`config.mk`:
```
export PLATFORM = sky130hd
export DESIGN_NAME = sorted_table_binary_search
export DESIGN_NICKNAME = d
export VERILOG_FILES = /design/src/sts_pkg.sv /design/src/sts_ram.sv /design/src/sts_cfg.sv /design/src/sts_ctrl.sv /design/src/sorted_table_binary_search.sv
export SDC_FILE = /design/constraint.sdc
export NUM_CORES = 1
export LEC_CHECK = 0
export BUFFER_PORTS_ARGS = -buffer_cell sky130_fd_sc_hd__buf_2
export CAP_MARGIN = 10
export CORE_MARGIN = 4
export CORE_UTILIZATION = 62
export CTS_CLUSTER_DIAMETER = 120
export CTS_CLUSTER_SIZE = 20
export DETAILED_ROUTE_END_ITERATION = 16
export GPL_TIMING_DRIVEN = 0
export PLACE_DENSITY_LB_ADDON = 0.2
export SLEW_MARGIN = 20
export SYNTH_ARGS = -nofsm -noshare
export SYNTH_HDL_FRONTEND = slang
export SYNTH_SLANG_ARGS = --single-unit
```
`constraint.sdc`:
```
create_clock -name clk -period 6.9 [get_ports clk]
set_input_delay 1.035 -clock clk [delete_from_list [all_inputs] [get_ports clk]]
set_output_delay 1.035 -clock clk [all_outputs]
set_load 0.02 [all_outputs]
```
`src/sts_pkg.sv`:
```
// Shared types and constants for the sorted table binary search block.
package sts_pkg;

  localparam int STS_TABLE_DEPTH = 32;
  localparam int STS_DATA_W      = 32;
  localparam int STS_IDX_W       = 5;
  localparam int STS_SIZE_W      = 6;
  localparam int STS_PADDR_W     = 3;

  // Item kinds.
  localparam logic KIND_LOAD   = 1'b0;
  localparam logic KIND_SEARCH = 1'b1;

  // Register indexes.
  localparam logic REG_TABLE_SIZE = 1'b0;

  typedef struct packed {
    logic                         kind;
    logic [STS_IDX_W-1:0]         entry_index;
    logic signed [STS_DATA_W-1:0] value;
  } in_item_t;

  typedef struct packed {
    logic                 found;
    logic [STS_IDX_W-1:0] position;
  } out_item_t;

endpackage

```
`src/sts_ram.sv`:
```
// Generic single-write, single-read RAM with a registered read port.
module sts_ram #(
  parameter int WIDTH  = 32,
  parameter int DEPTH  = 32,
  parameter int ADDR_W = $clog2(DEPTH)
) (
  input  logic              clk,
  input  logic              we,
  input  logic [ADDR_W-1:0] waddr,
  input  logic [WIDTH-1:0]  wdata,
  input  logic [ADDR_W-1:0] raddr,
  output logic [WIDTH-1:0]  rdata
);

  logic [WIDTH-1:0] mem_r [DEPTH];
  logic [WIDTH-1:0] rdata_r;

  always_ff @(posedge clk) begin
    if (we) begin
      mem_r[waddr] <= wdata;
    end
    rdata_r <= mem_r[raddr];
  end

  assign rdata = rdata_r;

endmodule

```
`src/sts_cfg.sv`:
```
// APB-style configuration register file holding the table size.
module sts_cfg
  import sts_pkg::*;
(
  input  logic                   clk,
  input  logic                   rst_n,
  input  logic                   psel,
  input  logic                   penable,
  input  logic                   pwrite,
  input  logic [STS_PADDR_W-1:0] paddr,
  input  logic [31:0]            pwdata,
  output logic [31:0]            prdata,
  output logic                   pready,
  output logic [STS_SIZE_W-1:0]  table_size
);

  logic                  reg_idx;
  logic                  wr_en;
  logic [STS_SIZE_W-1:0] table_size_r;
  logic [STS_SIZE_W-1:0] table_size_nxt;

  assign reg_idx = paddr[2];
  assign wr_en   = psel && penable && pwrite;

  always_comb begin
    table_size_nxt = table_size_r;
    if (wr_en && (reg_idx == REG_TABLE_SIZE)) begin
      table_size_nxt = pwdata[STS_SIZE_W-1:0];
    end
  end

  always_ff @(posedge clk) begin
    if (!rst_n) begin
      table_size_r <= '0;
    end else begin
      table_size_r <= table_size_nxt;
    end
  end

  always_comb begin
    prdata = '0;
    if (reg_idx == REG_TABLE_SIZE) begin
      prdata = {{(32-STS_SIZE_W){1'b0}}, table_size_r};
    end
  end

  assign pready     = 1'b1;
  assign table_size = table_size_r;

endmodule

```
`src/sts_ctrl.sv`:
```
// Search sequencer: loads the table memory and walks it by halving, one probe a cycle.
module sts_ctrl
  import sts_pkg::*;
#(
  parameter int TABLE_DEPTH = STS_TABLE_DEPTH,
  parameter int ADDR_W      = $clog2(TABLE_DEPTH)
) (
  input  logic                  clk,
  input  logic                  rst_n,
  input  logic                  start,
  output logic                  busy,
  input  in_item_t              in_data,
  output logic                  out_valid,
  output out_item_t             out_data,
  input  logic [STS_SIZE_W-1:0] table_size,
  output logic                  mem_we,
  output logic [ADDR_W-1:0]     mem_waddr,
  output logic [STS_DATA_W-1:0] mem_wdata,
  output logic [ADDR_W-1:0]     mem_raddr,
  input  logic [STS_DATA_W-1:0] mem_rdata
);

  typedef enum logic [1:0] {
    ST_IDLE   = 2'b01,
    ST_SEARCH = 2'b10
  } state_t;

  state_t                       state_r, state_nxt;
  logic signed [STS_DATA_W-1:0] key_r, key_nxt;
  logic [STS_SIZE_W-1:0]        first_r, first_nxt;
  logic [STS_SIZE_W-1:0]        hi_r, hi_nxt;
  logic [STS_SIZE_W-1:0]        mid_r, mid_nxt;
  logic                         out_valid_r, out_valid_nxt;
  out_item_t                    out_item_r, out_item_nxt;

  logic [STS_SIZE_W-1:0]        used;
  logic [STS_SIZE_W-1:0]        first_c;
  logic [STS_SIZE_W-1:0]        hi_c;
  logic [STS_SIZE_W:0]          mid_sum;
  logic [STS_SIZE_W-1:0]        mid_c;
  logic signed [STS_DATA_W-1:0] probe;
  logic                         probe_hit;
  logic                         probe_gt;

  // A size above the memory depth is clipped to the depth.
  assign used = (32'(table_size) > TABLE_DEPTH) ? STS_SIZE_W'(TABLE_DEPTH) : table_size;

  assign probe     = signed'(mem_rdata);
  assign probe_hit = (probe == key_r);
  assign probe_gt  = (probe > key_r);

  // The bounds for the next probe: [first, hi) with hi exclusive.
  always_comb begin
    first_c = first_r;
    hi_c    = hi_r;
    if (state_r == ST_IDLE) begin
      first_c = '0;
      hi_c    = used;
    end else if (probe_gt) begin
      hi_c = mid_r;
    end else begin
      first_c = mid_r + 1'b1;
    end
  end

  // Floor of (first + last) / 2 with last = hi - 1; only used on a nonempty range.
  assign mid_sum = {1'b0, first_c} + {1'b0, hi_c} - 1'b1;
  assign mid_c   = mid_sum[STS_SIZE_W:1];

  always_comb begin
    state_nxt     = state_r;
    key_nxt       = key_r;
    first_nxt     = first_r;
    hi_nxt        = hi_r;
    mid_nxt       = mid_r;
    out_valid_nxt = 1'b0;
    out_item_nxt  = out_item_r;
    mem_we        = 1'b0;
    case (state_r)
      ST_IDLE: begin
        if (start) begin
          if (in_data.kind == KIND_LOAD) begin
            mem_we = (32'(in_data.entry_index) < TABLE_DEPTH);
          end else if (hi_c == '0) begin
            out_valid_nxt         = 1'b1;
            out_item_nxt.found    = 1'b0;
            out_item_nxt.position = '0;
          end else begin
            state_nxt = ST_SEARCH;
            key_nxt   = in_data.value;
            first_nxt = first_c;
            hi_nxt    = hi_c;
            mid_nxt   = mid_c;
          end
        end
      end
      ST_SEARCH: begin
        if (probe_hit) begin
          state_nxt             = ST_IDLE;
          out_valid_nxt         = 1'b1;
          out_item_nxt.found    = 1'b1;
          out_item_nxt.position = mid_r[STS_IDX_W-1:0];
        end else if (first_c >= hi_c) begin
          state_nxt             = ST_IDLE;
          out_valid_nxt         = 1'b1;
          out_item_nxt.found    = 1'b0;
          out_item_nxt.position = '0;
        end else begin
          first_nxt = first_c;
          hi_nxt    = hi_c;
          mid_nxt   = mid_c;
        end
      end
      default: begin
        state_nxt = ST_IDLE;
      end
    endcase
  end

  always_ff @(posedge clk) begin
    if (!rst_n) begin
      state_r     <= ST_IDLE;
      out_valid_r <= 1'b0;
    end else begin
      state_r     <= state_nxt;
      out_valid_r <= out_valid_nxt;
    end
  end

  always_ff @(posedge clk) begin
    key_r      <= key_nxt;
    first_r    <= first_nxt;
    hi_r       <= hi_nxt;
    mid_r      <= mid_nxt;
    out_item_r <= out_item_nxt;
  end

  // Loads and probes never share a cycle, so the memory needs no forwarding.
  assign mem_waddr = ADDR_W'(in_data.entry_index);
  assign mem_wdata = in_data.value;
  assign mem_raddr = ADDR_W'(mid_c);

  assign busy      = (state_r != ST_IDLE);
  assign out_valid = out_valid_r;
  assign out_data  = out_item_r;

  a_range_open: assert property (@(posedge clk) disable iff (!rst_n)
    (state_r == ST_SEARCH) |-> (first_r < hi_r))
    else $error("search range is empty while probing");

  a_mid_in_range: assert property (@(posedge clk) disable iff (!rst_n)
    (state_r == ST_SEARCH) |-> ((mid_r >= first_r) && (mid_r < hi_r)))
    else $error("probe index outside the search range");

  a_miss_pos_zero: assert property (@(posedge clk) disable iff (!rst_n)
    (out_valid_r && !out_item_r.found) |-> (out_item_r.position == '0))
    else $error("miss result carries a nonzero position");

  a_no_load_in_search: assert property (@(posedge clk) disable iff (!rst_n)
    mem_we |-> (state_r == ST_IDLE))
    else $error("table write during a search");

  a_result_ends_search: assert property (@(posedge clk) disable iff (!rst_n)
    ($past(state_r) == ST_SEARCH && state_r == ST_IDLE) |-> out_valid_r)
    else $error("search finished without a result");

endmodule

```
`src/sorted_table_binary_search.sv`:
```
// Top level of the sorted table binary search block.
//
//   Channel   Ports                          Transfer
//   input     start, busy, in_data           start && !busy at a rising edge
//   result    out_valid, out_data            one cycle with out_valid high
//   config    psel, penable, pwrite, paddr,  psel && penable && pwrite && pready
//             pwdata, prdata, pready
//
// A load is written straight into the table, keeps busy low and gives no result. A
// search issues its first read while idle and then probes in the search state, each
// probe waiting on the registered read of the single table memory. The result
// appears the cycle after the last probe, when busy has already dropped. Reset is
// synchronous and active low; it clears table_size and the sequencer but not the
// table. The result receiver cannot stall the block.
module sorted_table_binary_search
  import sts_pkg::*;
#(
  parameter int TABLE_DEPTH = STS_TABLE_DEPTH
) (
  input  logic                   clk,
  input  logic                   rst_n,
  input  logic                   start,
  output logic                   busy,
  input  in_item_t               in_data,
  output logic                   out_valid,
  output out_item_t              out_data,
  input  logic                   psel,
  input  logic                   penable,
  input  logic                   pwrite,
  input  logic [STS_PADDR_W-1:0] paddr,
  input  logic [31:0]            pwdata,
  output logic [31:0]            prdata,
  output logic                   pready
);

  localparam int ADDR_W = $clog2(TABLE_DEPTH);

  logic [STS_SIZE_W-1:0] table_size;
  logic                  mem_we;
  logic [ADDR_W-1:0]     mem_waddr;
  logic [STS_DATA_W-1:0] mem_wdata;
  logic [ADDR_W-1:0]     mem_raddr;
  logic [STS_DATA_W-1:0] mem_rdata;

  sts_cfg u_cfg (
    .clk        (clk),
    .rst_n      (rst_n),
    .psel       (psel),
    .penable    (penable),
    .pwrite     (pwrite),
    .paddr      (paddr),
    .pwdata     (pwdata),
    .prdata     (prdata),
    .pready     (pready),
    .table_size (table_size)
  );

  sts_ctrl #(
    .TABLE_DEPTH (TABLE_DEPTH),
    .ADDR_W      (ADDR_W)
  ) u_ctrl (
    .clk        (clk),
    .rst_n      (rst_n),
    .start      (start),
    .busy       (busy),
    .in_data    (in_data),
    .out_valid  (out_valid),
    .out_data   (out_data),
    .table_size (table_size),
    .mem_we     (mem_we),
    .mem_waddr  (mem_waddr),
    .mem_wdata  (mem_wdata),
    .mem_raddr  (mem_raddr),
    .mem_rdata  (mem_rdata)
  );

  sts_ram #(
    .WIDTH  (STS_DATA_W),
    .DEPTH  (TABLE_DEPTH),
    .ADDR_W (ADDR_W)
  ) u_table (
    .clk   (clk),
    .we    (mem_we),
    .waddr (mem_waddr),
    .wdata (mem_wdata),
    .raddr (mem_raddr),
    .rdata (mem_rdata)
  );

endmodule

```
; After elaboration in Yosys (flattened, before gate mapping)
; Memories as Yosys holds them, arrays and structs flattened. A register that Yosys moved wholly into a read port is not among the register bits.
; Cells that the tools add are included.
; Widths: inputs -> output; s select.
[word_totals]
elab_cells = 85
ram_bits = 1024
reg_bits = 65
out_inout_bits = 41
mem_count = 1
[op_classes]
n_lt_le_gt_ge = 3
bitwise = 2
reduce_logical = 9
eq_ne = 11
mux = 47
n_addsub = 3
[memory_table]
columns = memory, words, width, read_ports, rd_clocked_by_memory_dff, wr, line_no
row1 = u_table.mem_r, 32, 32, 1, 1, 1, sts_ram.sv:15  ; logic [WIDTH-1:0] mem_r [DEPTH];
[ops]
columns = op, count
row1 = $mux 6, 26
row2 = $pmux 6 s2, 4
row3 = $eq 32x32->1, 1
row4 = $gt 32x32->1, 1
row5 = $ne 2x2->1 const B, 6
row6 = $mux 1, 10
row7 = $mux 2, 5
row8 = $reduce_and 4->1, 2
row9 = $add 6x6->7, 1
row10 = $sub 7x1->7 const B, 1
row11 = $add 6x1->6 const B, 1
row12 = $ge 6x6->1, 1
row13 = $gt 6x6->1 const B, 1
row14 = $logic_not 6->1, 1
row15 = $reduce_and 6->1, 1
row16 = $reduce_and 5->1, 1
row17 = $pmux 2 s2, 1
row18 = $logic_and 1x1->1, 3
row19 = $ne 3x1->1 const B, 1
row20 = $eq 2x1->1 const B, 1
row21 = $eq 2x2->1 const B, 1
row22 = $ne 2x1->1 const B, 1
row23 = $not 1->1, 2
row24 = $pmux 1 s2, 1
row25 = $reduce_bool 2->1, 1

; Depth between registers and ports, before layout
[depth]
depth_word = 9
depth_mapped = 25
depth_no_buf = 22

; Cells and area by module
; Synthesis repeated with hierarchy kept, for this count alone.
[unflattened]
hier_cells = 2679
hier_area_um2 = 44829.2
[by_module_without_submodules]
columns = module, cells_per_inst, area_each_um2, seq_area_each_um2, n_inst
row1 = sts_ram, 2260, 40485.1, 31390.1, 1
row2 = sts_ctrl, 357, 3831.2, 1741.7, 1
row3 = sts_cfg, 62, 513.0, 120.1, 1

; Worst setup path before layout
; OpenSTA, ideal clock, no wires.
[synth_path]
path_type = register -> register
start = register u_ctrl.key_r[31]
end = register u_table.rdata_r[10] (netlist: u_table.rdata[10]), read port of u_table.mem_r
required_time_ns = 6.779
stages_incl_launch_ff = 24
arrival_ns = 5.288
setup_slack_ns = 1.492
setup_time_ns = 0.121
n_path_buf = 4
cell_sequence = edfxtp_1 > inv_1 > ha_1 > nand4_4 > nor3_1 > a221oi_2 > o21ai_2 > mux2_2 > nand2_1 > clkbuf_1 > nor2_1 > a211oi_1 > inv_1 > ha_1 > inv_1 > ha_1 > inv_1 > fa_1 > clkbuf_1 > clkbuf_1 > clkbuf_1 > mux4_2 > mux4_2 > mux2_2
[synth_via]
elab_chain_cells = 5
elab_cells_between_ends = 7
[synth_lines]
columns = item, line_no
row1 = from (decl), sts_ctrl.sv:29  ; logic signed [STS_DATA_W-1:0] key_r, key_nxt;
row2 = from (signal assigned), sts_ctrl.sv:131  ; key_r <= key_nxt;
row3 = $gt 32x32->1, sts_ctrl.sv:50  ; assign probe_gt = (probe > key_r);
row4 = $mux 6, sts_ctrl.sv:59  ; end else if (probe_gt) begin
row5 = $mux 6, sts_ctrl.sv:56  ; if (state_r == ST_IDLE) begin
row6 = named net u_ctrl.first_c[0], sts_ctrl.sv:37  ; logic [STS_SIZE_W-1:0] first_c;
row7 = $add 6x6->7, sts_ctrl.sv:67  ; assign mid_sum = {1'b0, first_c} + {1'b0, hi_c} - 1'b1;
row8 = $sub 7x1->7, sts_ctrl.sv:67
row9 = to (decl), sts_ram.sv:16  ; logic [WIDTH-1:0] rdata_r;
; The timed path passes the listed nets, and every way through them passes these cells.
; A chain may end at the register's enable or synchronous reset.

; Final worst setup path
[layout_path]
start = register u_ctrl.key_r[15]
end = register u_table.rdata_r[15] (netlist: u_table.rdata[15]), read port of u_table.mem_r
; The elaborated chain is that of the path after synthesis.

==> results.cfg <==
[synthesis]
syn_area_per_cell_um2 = 22.7
syn-cell-area_mm2 = 0.0436
synth_top_area_share_pct = 74.4
yosys.area.top_type = edfxtp_1
synthArstFlopShare_pct = 0
ys_top_cells_by_area = edfxtp_1 74%, mux4_2 17%, dfxtp_1 1.9%
ys_seq_area_share_pct = 76.3
yosys_most_used_dff = edfxtp_1
ys.warnings.count = 0
netlist_instances = 1921
ys_seq_elements = 1121
synth_edf_count = 1080
ys_types = 62

[floorplan]
io_pins = 120
fp.coreArea_mm2 = 0.0692
die_w_um = 273
rows = 96
start_util_pct = 63.0
fp.dieH_um = 273
dieArea_mm2 = 0.0746

[timing]
skew_ns = 0.0209
timing.setup.tns_ns = 0
slew_headroom_pct = 21.4
tightest_slew_ns = 1.17
setup_viol = 0
drv_slew = 0
fmax_ghz = 0.149
period_needed_ns = 6.72
hold_violations = 0
final.period_utilization_pct = 97.5

[clock_tree]
clk_latency_ns = 0.63
clk_pin_slew_ns = 0.08
clock_sinks = 1121
cts_made_buffers = 66
cts_root_buffer = clkbuf_16
clockBufferDepth = 3
h-tree-depth = 3
cts_tree = built

[routing]
detail-route-antenna-nets = 0
wl_met1_um = 39000
vias_per_cell = 6.87
finalWirelength_um = 110000
routed-wl-met2_um = 53900
routedWlPerCell_um = 35.2
dr.pass1.iters = 7
routed.top_layer = met5
drt_iter0_drc = 3511
vias = 21489
remaining_drc_errors = 0
wl_met3_um = 13000

[worst_setup_path]
rrSetupSlack_ns = 0.18
cpPeakStageDelay_ns = 0.62
slowest_stage = fa_1
startpoint_type = flop
required_ns = 7.41
r2r-start = u_ctrl.key_r[15]
cp_common_cell = inv_1
cp.buffers_inverters = 9
crit_family = buffers and inverters
path_class = flop to flop
cp_data_arrival_time_ns = 7.24
crit_path_cell_trace = inv_1 > ha_1 > nand4_1 > nor4_4 > buf_4 > o21ai_1 > o211ai_1 > o21ba_4 > nand2_1 > clkbuf_1 > nor2_1 > a211oi_1 > inv_1 > ha_1 > inv_1 > ha_1 > inv_1 > fa_1 > clkbuf_1 > clkbuf_2 > clkbuf_2 > mux4_2 > mux4_2 > mux2_2
endpoint_kind = flop
cp-startpoint = u_ctrl.key_r[15]
crit_fanout = 10

[final_layout]
diodes = 0
area_growth_pct = 13.4
final_util_pct = 71.4
fin_nets = 2278
drive_above_1_share_pct = 32.6

[flow_run]
max-cap-violations = 0

[min_path]
min-delay-start = u_cfg.table_size[5]
min_path_type = flop to flop

[global_route]
grt_pass1_wl_um = 157000
gr-total-overflow = 0
grt_pass1_vias = 21925
grt_usage_pct = 30.2
antenna_found_initial = 1
grt_start_max_net_pins = 34

[placed_design]
dp_hpwl_um = 71000
port_buffers = 64
routabilityCongestion = 0.816

[run_status]
outcome = completed
-- worst min-delay path: stages (launching register included) --
cell and delay [ns]:
dfxtp_1 0.35, mux2i_1 0.08, nor2_1 0.07
-- path summary, 6_finish.rpt --
path	endpoint	cells after the start
setup / recovery	u_table.rdata[15]	24
hold / removal	u_cfg.table_size[5]	2
setup reg to reg	u_table.rdata[15]	24
hold reg to reg	u_cfg.table_size[5]	2
-- cell type report --
type	instances	area, um2
clock buffer	114	1940
multi-input combinational	651	9950
sequential	1121	33300
timing repair buffer	132	2130
fill	3926	19800
tap	931	1160
inverter	65	244
clock inverter	3	31.3
buffer	109	698
-- synthesized netlist by cell type, types with 7 or more instances --
cell type,number
a21oi_1,20
buf_1,31
buf_4,27
clkbuf_1,48
dfxtp_1,41
edfxtp_1,1080
ha_1,52
inv_1,63
mux2_2,33
mux2i_1,8
mux4_2,320
nand2_1,27
nand4_1,9
nor2_1,53
o211ai_1,7
o21ai_0,11
xnor2_1,7
-- timing repair --
item,4_1_cts,5_1_grt
resized for setup,66,22
endpoints found under the setup margin,33,32
hold buffers,0,0
pin swaps,0,1
setup buffers,0,1
-- cells in the final DEF, fill, tap and decap left out, drive strengths merged, types with 10 or more instances in the layout --
master,count
a21oi,20
clkdlybuf4s15,10
buf,184
inv,67
mux2,33
clkbuf,160
nor2,53
conb,27
o21ai,12
dfxtp,41
edfxtp,1080
mux4,320
and3,11
ha,52
nand4,10
nand2,27
-- registers in the layout, indices dropped and copies added, names as in the netlist --
register / flops
u_cfg.table_size: 6
u_ctrl.state_r: 2
u_ctrl.hi_r: 6
u_ctrl.key_r: 32
u_ctrl.out_valid: 1
u_ctrl.mid_r: 6
u_table.mem_r: 1024
u_ctrl.first_r: 6
u_ctrl.out_data: 6
u_table.rdata: 32
-- cells by family (layout without fill, tap and decap cells) --
kind of cell | count (synthesis) | in the layout | synth area share, %
flip-flops | 1121 | 1121 | 76.3
multiplexers | 361 | 361 | 17.6
buffers and inverters | 174 | 423 | 1.75
AND/OR/NAND/NOR | 141 | 141 | 1.69
AO/OA/AOI/OAI | 61 | 61 | 0.973
adder cells (fa/ha/maj) | 53 | 53 | 1.54
XOR/XNOR | 8 | 8 | 0.161
other | 2 | 27 | 0.0172
-- through the flow --
stage	cell area [um2]	setup WS, ns	cells	hold WS [ns]
2_1_floorplan	43700	1.49	1946	0.478
3_3_place_gp	45200	-1.08	2941	0.508
3_5_place_dp	47200	-1.23	3008	0.523
4_1_cts	49400	0.0182	3125	0.543
5_1_grt	49400	-0.00699	3126	0.567
6_report	49400	0.176	3126	0.536
-- routing by layer --
metal | up-vias | track usage, %
li1 | 8408 | -
met1 | 11191 | 41.4
met2 | 1615 | 48.4
met3 | 273 | 7.72
met4 | 2 | 10.4
met5 | - | 0
Power is not shown: default switching activity piles up to over one toggle a cycle in this logic, so the estimate is an artifact.
